File: src/design/polyline_arc_length_resampler_assert.svh
// Assertion macros used by the resampler sequencer (plar_ctrl).
`ifndef POLYLINE_ARC_LENGTH_RESAMPLER_ASSERT_SVH
`define POLYLINE_ARC_LENGTH_RESAMPLER_ASSERT_SVH

// Plain invariant, checked at every clock edge out of reset.
`define PLAR_ASSERT(lbl, cond, msg) \
    lbl: assert property (@(posedge clk) disable iff (!rst_n) (cond)) else $error(msg);

// Condition in one cycle implies a consequence in the next.
`define PLAR_ASSERT_NEXT(lbl, ante, cons, msg) \
    lbl: assert property (@(posedge clk) disable iff (!rst_n) (ante) |=> (cons)) \
        else $error(msg);

`endif

File: src/design/plar_pkg.sv
// Shared types and constants for the polyline arc-length resampler.
package plar_pkg;

    localparam int POINT_LIMIT_DEF = 128;
    localparam logic [7:0] MIN_SPACING = 8'd6;
    localparam logic [4:0] ITER_LAST = 5'd16;   // 17 steps for sqrt and divide

    localparam logic [7:0]  SPACING_RST = 8'd12;
    localparam logic [15:0] SCALE_RST   = 16'd16384;

    typedef enum logic [1:0] {
        CFG_SPACING  = 2'd0,
        CFG_SCALE    = 2'd1,
        CFG_OFFSET_X = 2'd2,
        CFG_OFFSET_Y = 2'd3
    } cfg_index_t;

    typedef enum logic [3:0] {
        ST_IDLE,
        ST_HEAD,
        ST_SQRT,
        ST_WALK_INIT,
        ST_WALK,
        ST_DIV,
        ST_INTERP,
        ST_MAP,
        ST_TAIL,
        ST_TAIL_CHK,
        ST_EMIT,
        ST_BARE
    } state_t;

    typedef enum logic [1:0] {
        MODE_HEAD,
        MODE_WALK,
        MODE_TAIL
    } mode_t;

    typedef struct packed {
        logic ld_in;
        logic head;
        logic sqrt_step;
        logic walk_init;
        logic walk_step;
        logic walk_exit;
        logic div_step;
        logic interp;
        logic map;
        logic tail;
        logic emit;
        logic emit_end;
        logic bare;
    } ctrl_cmd_t;

    typedef struct packed {
        logic first;
        logic last;
        logic room;
        logic room_head;
        logic seg_zero;
        logic walk_ok;
        logic dup;
        logic cnt_done;
        logic out_free;
    } dp_status_t;

endpackage

File: src/design/plar_ctrl.sv
// Sequencing state machine of the resampler.
`include "polyline_arc_length_resampler_assert.svh"
module plar_ctrl (
    input  logic                  clk,
    input  logic                  rst_n,
    input  logic                  in_valid,
    output logic                  in_stall,
    input  plar_pkg::dp_status_t  st,
    output plar_pkg::ctrl_cmd_t   cmd
);

    plar_pkg::state_t state_reg, state_next;
    plar_pkg::mode_t  mode_reg, mode_next;
    logic accept;

    assign in_stall = (state_reg != plar_pkg::ST_IDLE);
    assign accept   = in_valid && !in_stall;

    always_ff @(posedge clk or negedge rst_n)
    begin
        if (!rst_n)
        begin
            state_reg <= plar_pkg::ST_IDLE;
            mode_reg  <= plar_pkg::MODE_HEAD;
        end
        else
        begin
            state_reg <= state_next;
            mode_reg  <= mode_next;
        end
    end

    always_comb
    begin
        state_next = state_reg;
        mode_next  = mode_reg;
        case (state_reg)
            plar_pkg::ST_IDLE:
            begin
                if (accept)
                    state_next = plar_pkg::ST_HEAD;
            end
            plar_pkg::ST_HEAD:
            begin
                if (st.first)
                begin
                    mode_next  = plar_pkg::MODE_HEAD;
                    state_next = st.room_head ? plar_pkg::ST_MAP : plar_pkg::ST_TAIL;
                end
                else
                    state_next = st.room_head ? plar_pkg::ST_SQRT : plar_pkg::ST_TAIL;
            end
            plar_pkg::ST_SQRT:
            begin
                if (st.cnt_done)
                    state_next = plar_pkg::ST_WALK_INIT;
            end
            plar_pkg::ST_WALK_INIT:
                state_next = st.seg_zero ? plar_pkg::ST_TAIL : plar_pkg::ST_WALK;
            plar_pkg::ST_WALK:
            begin
                if (st.walk_ok)
                begin
                    mode_next  = plar_pkg::MODE_WALK;
                    state_next = plar_pkg::ST_DIV;
                end
                else
                    state_next = plar_pkg::ST_TAIL;
            end
            plar_pkg::ST_DIV:
            begin
                if (st.cnt_done)
                    state_next = plar_pkg::ST_INTERP;
            end
            plar_pkg::ST_INTERP:
                state_next = plar_pkg::ST_MAP;
            plar_pkg::ST_MAP:
                state_next = (mode_reg == plar_pkg::MODE_TAIL) ? plar_pkg::ST_TAIL_CHK
                                                               : plar_pkg::ST_EMIT;
            plar_pkg::ST_TAIL:
            begin
                if (st.last)
                begin
                    mode_next  = plar_pkg::MODE_TAIL;
                    state_next = plar_pkg::ST_MAP;
                end
                else
                    state_next = plar_pkg::ST_IDLE;
            end
            plar_pkg::ST_TAIL_CHK:
                state_next = (st.room && !st.dup) ? plar_pkg::ST_EMIT : plar_pkg::ST_BARE;
            plar_pkg::ST_EMIT:
            begin
                if (st.out_free)
                begin
                    case (mode_reg)
                        plar_pkg::MODE_HEAD: state_next = plar_pkg::ST_TAIL;
                        plar_pkg::MODE_WALK: state_next = plar_pkg::ST_WALK;
                        default:             state_next = plar_pkg::ST_IDLE;
                    endcase
                end
            end
            plar_pkg::ST_BARE:
            begin
                if (st.out_free)
                    state_next = plar_pkg::ST_IDLE;
            end
            default:
                state_next = plar_pkg::ST_IDLE;
        endcase
    end

    always_comb
    begin
        cmd = '0;
        case (state_reg)
            plar_pkg::ST_IDLE:      cmd.ld_in     = accept;
            plar_pkg::ST_HEAD:      cmd.head      = 1'b1;
            plar_pkg::ST_SQRT:      cmd.sqrt_step = 1'b1;
            plar_pkg::ST_WALK_INIT: cmd.walk_init = 1'b1;
            plar_pkg::ST_WALK:
            begin
                cmd.walk_step = st.walk_ok;
                cmd.walk_exit = !st.walk_ok;
            end
            plar_pkg::ST_DIV:       cmd.div_step  = 1'b1;
            plar_pkg::ST_INTERP:    cmd.interp    = 1'b1;
            plar_pkg::ST_MAP:       cmd.map       = 1'b1;
            plar_pkg::ST_TAIL:      cmd.tail      = 1'b1;
            plar_pkg::ST_EMIT:
            begin
                cmd.emit     = st.out_free;
                cmd.emit_end = (mode_reg == plar_pkg::MODE_TAIL);
            end
            plar_pkg::ST_BARE:      cmd.bare      = st.out_free;
            default:                cmd           = '0;
        endcase
    end

    `PLAR_ASSERT_NEXT(a_accept_head, accept, state_reg == plar_pkg::ST_HEAD, "accept did not start HEAD")
    `PLAR_ASSERT(a_emit_free, !(cmd.emit || cmd.bare) || st.out_free, "word loaded into busy output")
    `PLAR_ASSERT_NEXT(a_sqrt_done, (state_reg == plar_pkg::ST_SQRT) && st.cnt_done, state_reg == plar_pkg::ST_WALK_INIT, "sqrt did not finish into walk")

endmodule

File: src/design/plar_dp.sv
// Datapath of the resampler: registers, sqrt, divider, interpolation, output word.
module plar_dp #(
    parameter int POINT_LIMIT = plar_pkg::POINT_LIMIT_DEF
) (
    input  logic                  clk,
    input  logic                  rst_n,
    input  logic                  cfg_we,
    input  logic [1:0]            cfg_index,
    input  logic [15:0]           cfg_data,
    input  logic [7:0]            vertex_x,
    input  logic [7:0]            vertex_y,
    input  logic                  stroke_first,
    input  logic                  stroke_last,
    input  logic                  drawing_first,
    input  logic                  out_stall,
    output logic                  out_valid,
    output logic [10:0]           point_x,
    output logic [10:0]           point_y,
    output logic                  point_valid,
    output logic                  stroke_end,
    output logic [7:0]            stroke_points,
    input  plar_pkg::ctrl_cmd_t   cmd,
    output plar_pkg::dp_status_t  st
);

    localparam logic [7:0] LIMIT = 8'(POINT_LIMIT);

    logic [7:0]  spacing_reg;
    logic [15:0] scale_reg;
    logic [9:0]  offx_reg, offy_reg;
    logic [7:0]  vx_reg, vy_reg;
    logic        first_reg, last_reg, draw_reg;
    logic [7:0]  prev_x_reg, prev_y_reg;
    logic [16:0] carry_reg;
    logic [10:0] last_x_reg, last_y_reg;
    logic [7:0]  stroke_reg, total_reg;
    logic signed [8:0] dx_reg, dy_reg;
    logic [33:0] rad_reg;
    logic [19:0] srem_reg;
    logic [16:0] root_reg;
    logic [16:0] walked_reg, d_reg;
    logic [17:0] drem_reg;
    logic [16:0] quo_reg;
    logic [4:0]  cnt_reg;
    logic [7:0]  src_x_reg, src_y_reg;
    logic [10:0] map_x_reg, map_y_reg;
    logic        out_valid_reg;
    logic [10:0] px_reg, py_reg;
    logic        pv_reg, pe_reg;
    logic [7:0]  sp_reg;

    logic [7:0]  sp_eff;
    logic [15:0] full;
    logic signed [8:0] dx, dy;
    logic [17:0] sq;
    logic [20:0] rem_sh, trial, rem_sub;
    logic        sq_ge;
    logic [17:0] sum;
    logic        dv_ge;
    logic [17:0] dv_r;
    logic signed [18:0] left;
    logic signed [26:0] ip_x, ip_y;
    logic [23:0] prod_x, prod_y;
    logic [10:0] mx, my;
    logic        out_free;

    assign sp_eff = (spacing_reg < plar_pkg::MIN_SPACING) ? plar_pkg::MIN_SPACING : spacing_reg;
    assign full   = {sp_eff, 8'd0};

    assign dx = $signed({1'b0, vx_reg}) - $signed({1'b0, prev_x_reg});
    assign dy = $signed({1'b0, vy_reg}) - $signed({1'b0, prev_y_reg});
    // widen before squaring so a full-range difference keeps every bit
    assign sq = unsigned'(18'(dx) * 18'(dx)) + unsigned'(18'(dy) * 18'(dy));

    // one root bit per step
    assign rem_sh  = {srem_reg[18:0], rad_reg[33:32]};
    assign trial   = {2'b00, root_reg, 2'b01};
    assign sq_ge   = (rem_sh >= trial);
    assign rem_sub = rem_sh - trial;

    assign sum   = {1'b0, walked_reg} + {1'b0, d_reg};
    assign dv_ge = (drem_reg >= {1'b0, root_reg});
    assign dv_r  = dv_ge ? (drem_reg - {1'b0, root_reg}) : drem_reg;
    assign left  = $signed({2'b00, d_reg}) -
                   ($signed({2'b00, root_reg}) - $signed({2'b00, walked_reg}));

    assign ip_x = $signed({3'b000, prev_x_reg, 16'd0}) + dx_reg * $signed({1'b0, quo_reg});
    assign ip_y = $signed({3'b000, prev_y_reg, 16'd0}) + dy_reg * $signed({1'b0, quo_reg});

    assign prod_x = src_x_reg * scale_reg;
    assign prod_y = src_y_reg * scale_reg;
    assign mx = {1'b0, offx_reg} + {1'b0, prod_x[23:14]};
    assign my = {1'b0, offy_reg} + {1'b0, prod_y[23:14]};

    assign out_free = !out_valid_reg || !out_stall;

    always_comb
    begin
        st.first     = first_reg;
        st.last      = last_reg;
        st.room      = (total_reg < LIMIT);
        st.room_head = draw_reg || (total_reg < LIMIT);
        st.seg_zero  = (root_reg == '0);
        st.walk_ok   = (sum <= {1'b0, root_reg}) && (total_reg < LIMIT);
        st.dup       = (stroke_reg != '0) && (last_x_reg == map_x_reg) &&
                       (last_y_reg == map_y_reg);
        st.cnt_done  = (cnt_reg == plar_pkg::ITER_LAST);
        st.out_free  = out_free;
    end

    // control and architectural state
    always_ff @(posedge clk or negedge rst_n)
    begin
        if (!rst_n)
        begin
            spacing_reg   <= plar_pkg::SPACING_RST;
            scale_reg     <= plar_pkg::SCALE_RST;
            offx_reg      <= '0;
            offy_reg      <= '0;
            prev_x_reg    <= '0;
            prev_y_reg    <= '0;
            carry_reg     <= '0;
            last_x_reg    <= '0;
            last_y_reg    <= '0;
            stroke_reg    <= '0;
            total_reg     <= '0;
            cnt_reg       <= '0;
            out_valid_reg <= 1'b0;
        end
        else
        begin
            if (cfg_we)
            begin
                case (plar_pkg::cfg_index_t'(cfg_index))
                    plar_pkg::CFG_SPACING:  spacing_reg <= cfg_data[7:0];
                    plar_pkg::CFG_SCALE:    scale_reg   <= cfg_data;
                    plar_pkg::CFG_OFFSET_X: offx_reg    <= cfg_data[9:0];
                    plar_pkg::CFG_OFFSET_Y: offy_reg    <= cfg_data[9:0];
                    default:                spacing_reg <= spacing_reg;
                endcase
            end
            if (cmd.head)
            begin
                if (draw_reg)
                    total_reg <= '0;
                if (first_reg)
                begin
                    stroke_reg <= '0;
                    carry_reg  <= {1'b0, full};
                end
                cnt_reg <= '0;
            end
            if (cmd.sqrt_step || cmd.div_step)
                cnt_reg <= cnt_reg + 5'd1;
            if (cmd.walk_step)
                cnt_reg <= '0;
            if (cmd.walk_exit)
                carry_reg <= (!left[18] && (left != '0)) ? left[16:0] : '0;
            if (cmd.tail)
            begin
                prev_x_reg <= vx_reg;
                prev_y_reg <= vy_reg;
            end
            if (cmd.emit)
            begin
                last_x_reg <= map_x_reg;
                last_y_reg <= map_y_reg;
                stroke_reg <= stroke_reg + 8'd1;
                total_reg  <= total_reg + 8'd1;
            end
            if (cmd.emit || cmd.bare)
                out_valid_reg <= 1'b1;
            else if (!out_stall)
                out_valid_reg <= 1'b0;
        end
    end

    // payload and working registers
    always_ff @(posedge clk)
    begin
        if (cmd.ld_in)
        begin
            vx_reg    <= vertex_x;
            vy_reg    <= vertex_y;
            first_reg <= stroke_first;
            last_reg  <= stroke_last;
            draw_reg  <= drawing_first;
        end
        if (cmd.head)
        begin
            src_x_reg <= vx_reg;
            src_y_reg <= vy_reg;
            dx_reg    <= dx;
            dy_reg    <= dy;
            rad_reg   <= {sq, 16'd0};
            srem_reg  <= '0;
            root_reg  <= '0;
        end
        if (cmd.sqrt_step)
        begin
            srem_reg <= sq_ge ? rem_sub[19:0] : rem_sh[19:0];
            root_reg <= {root_reg[15:0], sq_ge};
            rad_reg  <= {rad_reg[31:0], 2'b00};
        end
        if (cmd.walk_init)
        begin
            walked_reg <= '0;
            d_reg      <= (carry_reg != '0) ? carry_reg : {1'b0, full};
        end
        if (cmd.walk_step)
        begin
            walked_reg <= sum[16:0];
            d_reg      <= {1'b0, full};
            drem_reg   <= {1'b0, sum[16:0]};
            quo_reg    <= '0;
        end
        if (cmd.div_step)
        begin
            quo_reg  <= {quo_reg[15:0], dv_ge};
            drem_reg <= {dv_r[16:0], 1'b0};
        end
        if (cmd.interp)
        begin
            src_x_reg <= ip_x[23:16];
            src_y_reg <= ip_y[23:16];
        end
        if (cmd.tail)
        begin
            src_x_reg <= vx_reg;
            src_y_reg <= vy_reg;
        end
        if (cmd.map)
        begin
            map_x_reg <= mx;
            map_y_reg <= my;
        end
        if (cmd.emit)
        begin
            px_reg <= map_x_reg;
            py_reg <= map_y_reg;
            pv_reg <= 1'b1;
            pe_reg <= cmd.emit_end;
            sp_reg <= stroke_reg + 8'd1;
        end
        if (cmd.bare)
        begin
            px_reg <= '0;
            py_reg <= '0;
            pv_reg <= 1'b0;
            pe_reg <= 1'b1;
            sp_reg <= stroke_reg;
        end
    end

    assign out_valid     = out_valid_reg;
    assign point_x       = px_reg;
    assign point_y       = py_reg;
    assign point_valid   = pv_reg;
    assign stroke_end    = pe_reg;
    assign stroke_points = sp_reg;

endmodule

File: src/design/polyline_arc_length_resampler.sv
// Top level of the polyline arc-length resampler.
//
// Input channel: one vertex word per handshake (vertex_x, vertex_y and the
// stroke_first / stroke_last / drawing_first marks), taken when in_valid is
// high and in_stall is low. in_stall is high whenever a vertex is in work.
// Output channel: waypoint words on out_valid / out_stall; a finished word
// sits in the output register while the block goes on with the next point.
// Configuration: cfg_we writes cfg_data into register cfg_index (0 spacing,
// 1 scale, 2 offset x, 3 offset y); write only while the block is idle.
// Steps: a stroke-opening vertex is scaled and loaded with no length step; a
// continuation vertex first gets its segment length (17-step bit-serial
// square root), then for each emitted point runs a 17-step restoring
// divider, interpolate, scale and load. The shared iteration counter and
// the divider set the rate; one vertex is worked on at a time.
// Reset (rst_n low, asynchronous) returns spacing 12, scale 1.0, zero
// offsets and zero tracking state. A stalled receiver holds the output
// word; the sequencer waits at its next emit until the word is taken.
module polyline_arc_length_resampler #(
    parameter int POINT_LIMIT = plar_pkg::POINT_LIMIT_DEF
) (
    input  logic        clk,
    input  logic        rst_n,
    input  logic        cfg_we,
    input  logic [1:0]  cfg_index,
    input  logic [15:0] cfg_data,
    input  logic        in_valid,
    output logic        in_stall,
    input  logic [7:0]  vertex_x,
    input  logic [7:0]  vertex_y,
    input  logic        stroke_first,
    input  logic        stroke_last,
    input  logic        drawing_first,
    output logic        out_valid,
    input  logic        out_stall,
    output logic [10:0] point_x,
    output logic [10:0] point_y,
    output logic        point_valid,
    output logic        stroke_end,
    output logic [7:0]  stroke_points
);

    plar_pkg::ctrl_cmd_t  cmd;
    plar_pkg::dp_status_t st;

    // sequencer: walks each vertex through length, steps and end handling
    plar_ctrl u_ctrl (
        .clk      (clk),
        .rst_n    (rst_n),
        .in_valid (in_valid),
        .in_stall (in_stall),
        .st       (st),
        .cmd      (cmd)
    );

    // datapath: holds state, computes length, ratio and mapped points
    plar_dp #(
        .POINT_LIMIT (POINT_LIMIT)
    ) u_dp (
        .clk           (clk),
        .rst_n         (rst_n),
        .cfg_we        (cfg_we),
        .cfg_index     (cfg_index),
        .cfg_data      (cfg_data),
        .vertex_x      (vertex_x),
        .vertex_y      (vertex_y),
        .stroke_first  (stroke_first),
        .stroke_last   (stroke_last),
        .drawing_first (drawing_first),
        .out_stall     (out_stall),
        .out_valid     (out_valid),
        .point_x       (point_x),
        .point_y       (point_y),
        .point_valid   (point_valid),
        .stroke_end    (stroke_end),
        .stroke_points (stroke_points),
        .cmd           (cmd),
        .st            (st)
    );

endmodule
File: config.mk
export PLATFORM = sky130hd
export DESIGN_NAME = polyline_arc_length_resampler
export DESIGN_NICKNAME = d
export VERILOG_FILES = /design/src/design/plar_pkg.sv /design/src/design/plar_ctrl.sv /design/src/design/plar_dp.sv /design/src/design/polyline_arc_length_resampler.sv
export VERILOG_INCLUDE_DIRS = /design/src /design/src/design
export SDC_FILE = /design/constraint.sdc
export NUM_CORES = 2
export LEC_CHECK = 0
export BUFFER_PORTS_ARGS = -buffer_cell sky130_fd_sc_hd__buf_2
export CORE_MARGIN = 8
export CORE_UTILIZATION = 55
export CTS_BUF_LIST = sky130_fd_sc_hd__clkbuf_4 sky130_fd_sc_hd__clkbuf_8 sky130_fd_sc_hd__clkbuf_16
export DETAILED_ROUTE_END_ITERATION = 16
export PLACE_DENSITY = 0.83
export SLEW_MARGIN = 20
export SYNTH_ARGS = -nofsm -noshare
export SYNTH_HDL_FRONTEND = slang
export SYNTH_HIERARCHICAL = 1
export SYNTH_SLANG_ARGS = --single-unit
File: constraint.sdc
create_clock -name clk -period 8.55 [get_ports clk]
set_input_delay 0.4275 -clock clk [delete_from_list [all_inputs] [get_ports clk]]
set_output_delay 0.4275 -clock clk [all_outputs]
set_load 0.01 [all_outputs]
# Word-level counts from Yosys, hierarchy flattened
# Index checks and enable logic that the tools add are counted.
[classes]
n_addsub = 15
multipliers = 6
order_cmp = 5
n_eq_ne = 28
mux = 71
n_reduce_logical = 45
[ops]
columns = ["operator", "n"]
rows = [
  ["17-bit two-way mux", 12],
  ["8-bit two-way mux", 15],
  ["34-bit two-way mux", 2],
  ["19-bit two-way mux", 3],
  ["24-bit adder", 2],
  ["8-bit by 16-bit multiplier with 24-bit output", 2],
  ["9-bit by 18-bit multiplier with 24-bit output", 2],
  ["4-bit one-hot mux with 12 select lines", 1],
  ["4-bit two-way mux", 10],
  ["9-bit by 9-bit multiplier with 18-bit output", 2],
  ["18-bit two-way mux", 2],
  ["16-bit two-way mux", 2],
  ["10-bit by 10-bit adder with 11-bit output", 2],
  ["11-bit == test", 2],
  ["21-bit by 19-bit >= comparator with 1-bit output", 1],
  ["19-bit nonzero test", 1],
  ["18-bit by 18-bit subtractor with 19-bit output", 1],
  ["19-bit subtractor", 1],
  ["17-bit by 17-bit adder with 18-bit output", 1],
  ["18-bit adder", 1],
  ["18-bit by 17-bit >= comparator with 1-bit output", 1],
  ["18-bit by 17-bit <= comparator with 1-bit output", 1],
  ["2-bit nonzero test", 9],
  ["17-bit by 17-bit subtractor with 18-bit output", 1],
  ["other kinds (34)", 93],
]
[totals]
regBits = 357
output_inout_bits = 34
wordCells = 211

# Logic depth before layout (Yosys ltp)
[logic_depth]
ltp_word = 7
depth_mapped = 35

# Cells and area by module
# Netlist, hierarchy kept.
[modules_own_cells]
columns = ["mod", "n_inst", "cells_per_inst", "area_per_inst_um2"]
rows = [
  ["plar_dp", 1, 4143, 40292.4],
  ["plar_ctrl", 1, 88, 611.8],
]

# Worst setup path after synthesis
# Ideal clock, no wire load.
[synth_timing]
kind = "register to register"
start = "register u_dp.vy_reg[0]"
end = "register u_dp.rad_reg[33], data pin"
setup_ps = 260
arrival_ps = 7963
required_time_ps = 8290
slack_ps = 327
stages_incl_launch_ff = 35
path_buffers = 1
cell_sequence = "edfxtp_1 -> inv_1 -> ha_1 -> inv_1 -> fa_1 -> a21o_1 -> a21oi_1 -> nor2b_1 -> o311ai_0 -> o21a_1 -> clkbuf_1 -> and2_1 -> inv_1 -> fa_1 -> inv_1 -> fa_1 -> inv_1 -> fa_1 -> inv_1 -> fa_1 -> fa_1 -> fa_1 -> inv_1 -> fa_1 -> inv_1 -> ha_1 -> o21ai_0 -> o21ba_2 -> o21a_1 -> o311ai_0 -> a21boi_0 -> o21ai_0 -> a21oi_1 -> xnor2_1 -> mux2_2"
[synth_between]
elab_chain_cells = 5
[synth_rtl]
columns = ["item", "line", "source"]
rows = [
  ["start, declared", "plar_dp.sv:31", "logic [7:0] vx_reg, vy_reg;"],
  ["start signal, assigned", "plar_dp.sv:184", "vy_reg <= vertex_y;"],
  ["8-bit by 8-bit subtractor with 9-bit output", "plar_dp.sv:71", "assign dy = $signed({1'b0, vy_reg}) - $signed({1'b0, prev_y_reg});"],
  ["net u_dp.dy[6]", "plar_dp.sv:54", "logic signed [8:0] dx, dy;"],
  ["9-bit by 9-bit multiplier with 18-bit output", "plar_dp.sv:73", "assign sq = unsigned'(18'(dx) * 18'(dx)) + unsigned'(18'(dy) * 18'(dy));"],
  ["18-bit adder", "plar_dp.sv:73", ""],
  ["34-bit two-way mux", "plar_dp.sv:189", "if (cmd.head)"],
  ["34-bit two-way mux", "plar_dp.sv:199", "if (cmd.sqrt_step)"],
  ["end signal, assigned", "plar_dp.sv:195", "rad_reg <= {sq, 16'd0};"],
  ["end signal, assigned", "plar_dp.sv:203", "rad_reg <= {rad_reg[31:0], 2'b00};"],
  ["end, declared", "plar_dp.sv:38", "logic [33:0] rad_reg;"],
]
# The timed path passes the listed nets, and every way through them passes these cells. The select of a mux whose other input is x is not followed.
# A chain may end at the register's enable or synchronous reset.

# Final worst setup path
[layout_timing]
start = "register u_dp.vy_reg[0]"
end = "register u_dp.rad_reg[33], data pin"
[layout_between]
elab_chain_cells = 5
[layout_rtl]
columns = ["item", "line"]
rows = [
  ["8-bit by 8-bit subtractor with 9-bit output", "plar_dp.sv:71"],
  ["9-bit by 9-bit multiplier with 18-bit output", "plar_dp.sv:73"],
  ["18-bit adder", "plar_dp.sv:73"],
  ["34-bit two-way mux", "plar_dp.sv:189"],
  ["34-bit two-way mux", "plar_dp.sv:199"],
]
# Every way passes these cells. The select of a mux whose other input is x is not followed.

==> results.md <==
- Pin count of the biggest net entering global routing: 95
- Critical Path RT: slightly below 9 ns
- Drt wl/cell: 17.8 um
- # rows: 100
- Maximum buffer depth of the clock tree: 3
- Data arrival, critical path: approximately 8.4 ns
- Top post-synthesis cells by area: fa_1 (26%), edfxtp_1 (14%), ha_1 (12%)
- Core footprint: ~74000 um^2
- Dominant synthesized flop cell: edfxtp_1
- Clk sink count: around 360
- Post-Synth XOR/XNOR Area: approximately 4.6%
- Starting Density: a little under three fifths
- #FFs+latches synth: between 300 and 400
- Element type at the critical path end: register
- DR vias: between 20k and 30k
- Final Hold Viols: 0
- R2r setup slk: roughly 0.46 ns
- Synthesized area: about 40000 um^2
- GRT busiest layer: met2
- Clk Latency, worst-skew pair: about 0.6 ns
- Async set or reset register ratio after synthesis: around 36%
- Postcts setup bufs: 0
- Share of the synthesized area in the top cell type: 26.2%
- Initial antenna violation count: 1
- Die Width: roughly 290 um
- Adder-Cell Fraction of Synth Area: 38.1%
- Worst path slowest cell: fa_1
- FF+latch area: 9750 um^2
- Post-synthesis sequential area ratio: between 20% and 30%
- Global-route wire length before repair: about 160 mm
- Type of the most critical hold path: primary input to register
- CTS buffer count: 43
- Number of nets with antenna violations after routing: 0
- CP startpoint: u_dp/vy_reg[0]
- Bufs and invs on worst path: 8
- Simple-Gate Fraction of Synth Area: 15.0%
- Vias in the first global route: 31.4k
- Max reg flops: 19
- Most common cell after layout, fill and taps aside: inv_1
- Area of the multi-input gates: approximately 28000 um^2
- Global Route Usage Sum: between 20% and 30%
- Post-synth EDFFs: 196
- Clock slew at reported path FFs: 0.06 ns
- TritonRoute pass-1 iters: 5
- # port buffers: 75
- Drt drc: 0
- Clk root buf: clkbuf_16
- CP Class: register to register
- Most frequent cells in the layout: inv_1 (678), fa_1 (536), nand2_1 (517)
- Syn Area/Cell: approximately 9.7 um^2
- Congestion Overflow GR: 0
- Setup crit start kind: register
- Post-synthesis compound-gate area fraction: under 10%
- TritonCTS clock tree: built
- Cells after Synth: 4231
- Area leader, netlist: fa_1
- ANT cells: 0
- Final Util: between 50 and 60%
- Delay of the slowest cell on the worst path: between 0.5 and 0.6 ns
- Worst slew pin tran: between 1 and 1.5 ns
- Reg2reg end: u_dp/rad_reg[33]
- Run status: finished clean
- Placed Cells: approximately 5k
- Post-Syn Nets: between 5k and 6k
- Initial DRC Count: approximately 2.0k
- WP depth: 33
- Post-synth cell types: between 80 and 90
- Final nets: between 5k and 6k
- Slew headroom: 23.9%
- GPL Wtd Cong: between 0.8 and 0.9
- Fin crit share: a little over nine tenths
- Finished Layout Cells: between 5k and 6k
- CP top delay family: adder cells
- Post-Route WL: 93.1 mm
- Main combinational cell family by area after synthesis: adder cells
- Share of cells above drive strength 1: about 6.9%
- R2r startpoint: u_dp/vy_reg[0]
- Area growth syn-to-layout: 7.05%
- Hold EP: u_dp/vx_reg[7]
- Final Max Tran Viols: 0
- CTS H-Tree Depth: 2
- Chip height: ~290 um
- IO Count: 76
- Layout Skew: 0.0271 ns
- GR Util met1: between 20% and 30%
- Met3 Usage GRT: between 4 and 5%
- Met2 usage: between 30% and 40%
- Die area: between 80000 and 90000 um^2
- Hold wc startpoint: vertex_x[7]
- CP Max Fanout: 4
- Fill count: approximately 5.9k
- Reg2Reg Depth: 33
- # setup viols final: 0
- Via density per instance: 5.62
- Maxcap violations: 0
- Final min period: between 8 and 9 ns
- Synth Warn #: 6
- Post-DP HPWL: between 70 and 80 mm
- FMAX: between 100 and 150 MHz
- Mux contribution to synthesized area: approximately 2.4%
- Worst hold stages: 1
[worst max-delay path by stage]
stage / endpoint / slack, ns
after floorplan: u_dp/rad_reg[33] / 0.33
after global placement: u_dp/rad_reg[33] / 0.11
after detailed placement: u_dp/rad_reg[33] / -0.10
after CTS: u_dp/rad_reg[33] / 0.08
after global routing: u_dp/rad_reg[33] / -0.005
final: u_dp/rad_reg[33] / 0.46
[through the flow]
step                hold slack (ns)  setup WS, ns   TNS, ns  cell area [um^2]
global route                 0.0186      -0.00484  -0.00484             43800
floorplan                     0.132         0.327         0             40900
finish                       0.0310         0.461         0             43800
global placement              0.440         0.108         0             42200
CTS                         0.00709        0.0814         0             43700
detailed placement            0.451        -0.100    -0.100             42200
[cells in the mapped netlist, types with 5 or more instances]
master     instances
nor2_1           165
o21bai_1          27
nor3_1            40
or3_1             12
xor2_1            68
xnor2_1          145
a21boi_0           7
mux2i_1           33
dfrtp_1          124
nand3_1           33
nor2b_1           50
or2_2             13
nand4_1           17
o211ai_1          10
nor4_1            20
mux2_2            59
clkbuf_1         141
nand2_1          517
buf_2              9
o21ai_0          148
a31oi_1           14
ha_1             388
a211oi_1          15
o2bb2ai_1          9
and3_1             9
fa_1             536
nand3b_1           8
a21o_1            38
and2_1           274
o31ai_1            9
o21a_1            24
buf_4              5
a21oi_1          169
a22o_1            16
inv_1            678
nand2b_1          80
nand4b_1           6
edfxtp_1         196
dfxtp_1           34
[cell families after synthesis]
logic type | Yosys count
compound gates | 542
fa+ha+maj | 924
simple gates | 1261
xor+xnor | 213
buf+inv | 842
flops | 357
mux | 92
[layer usage]
layer / part of all wire [%] / up-vias
met3: 7.4 / 214
li1: - / 13600
met5: 0.0075 / -
met2: 49 / 1012
met4: 3.5 / 2
met1: 41 / 14600
[area by class of cell]
type | count | share of cell area [%]
clock buffers | 51 | 2.69
clock inverters | 28 | 0.737
inverters | 683 | 5.85
multi-input cells | 3032 | 64.1
flip-flops and latches | 357 | 22.3
well taps | 969 | 2.77
repair buffers | 114 | 1.55
[timing repair]
item,in CTS,in global routing
endpoints found under the hold margin,79,0
pin swaps,0,2
hold buffers,1,0
resized for setup,2,15
endpoints found under the setup margin,1,2
Power is left out: the tool's default activity adds up to more than one toggle a clock period on the data nets, which glitch-free logic cannot reach.
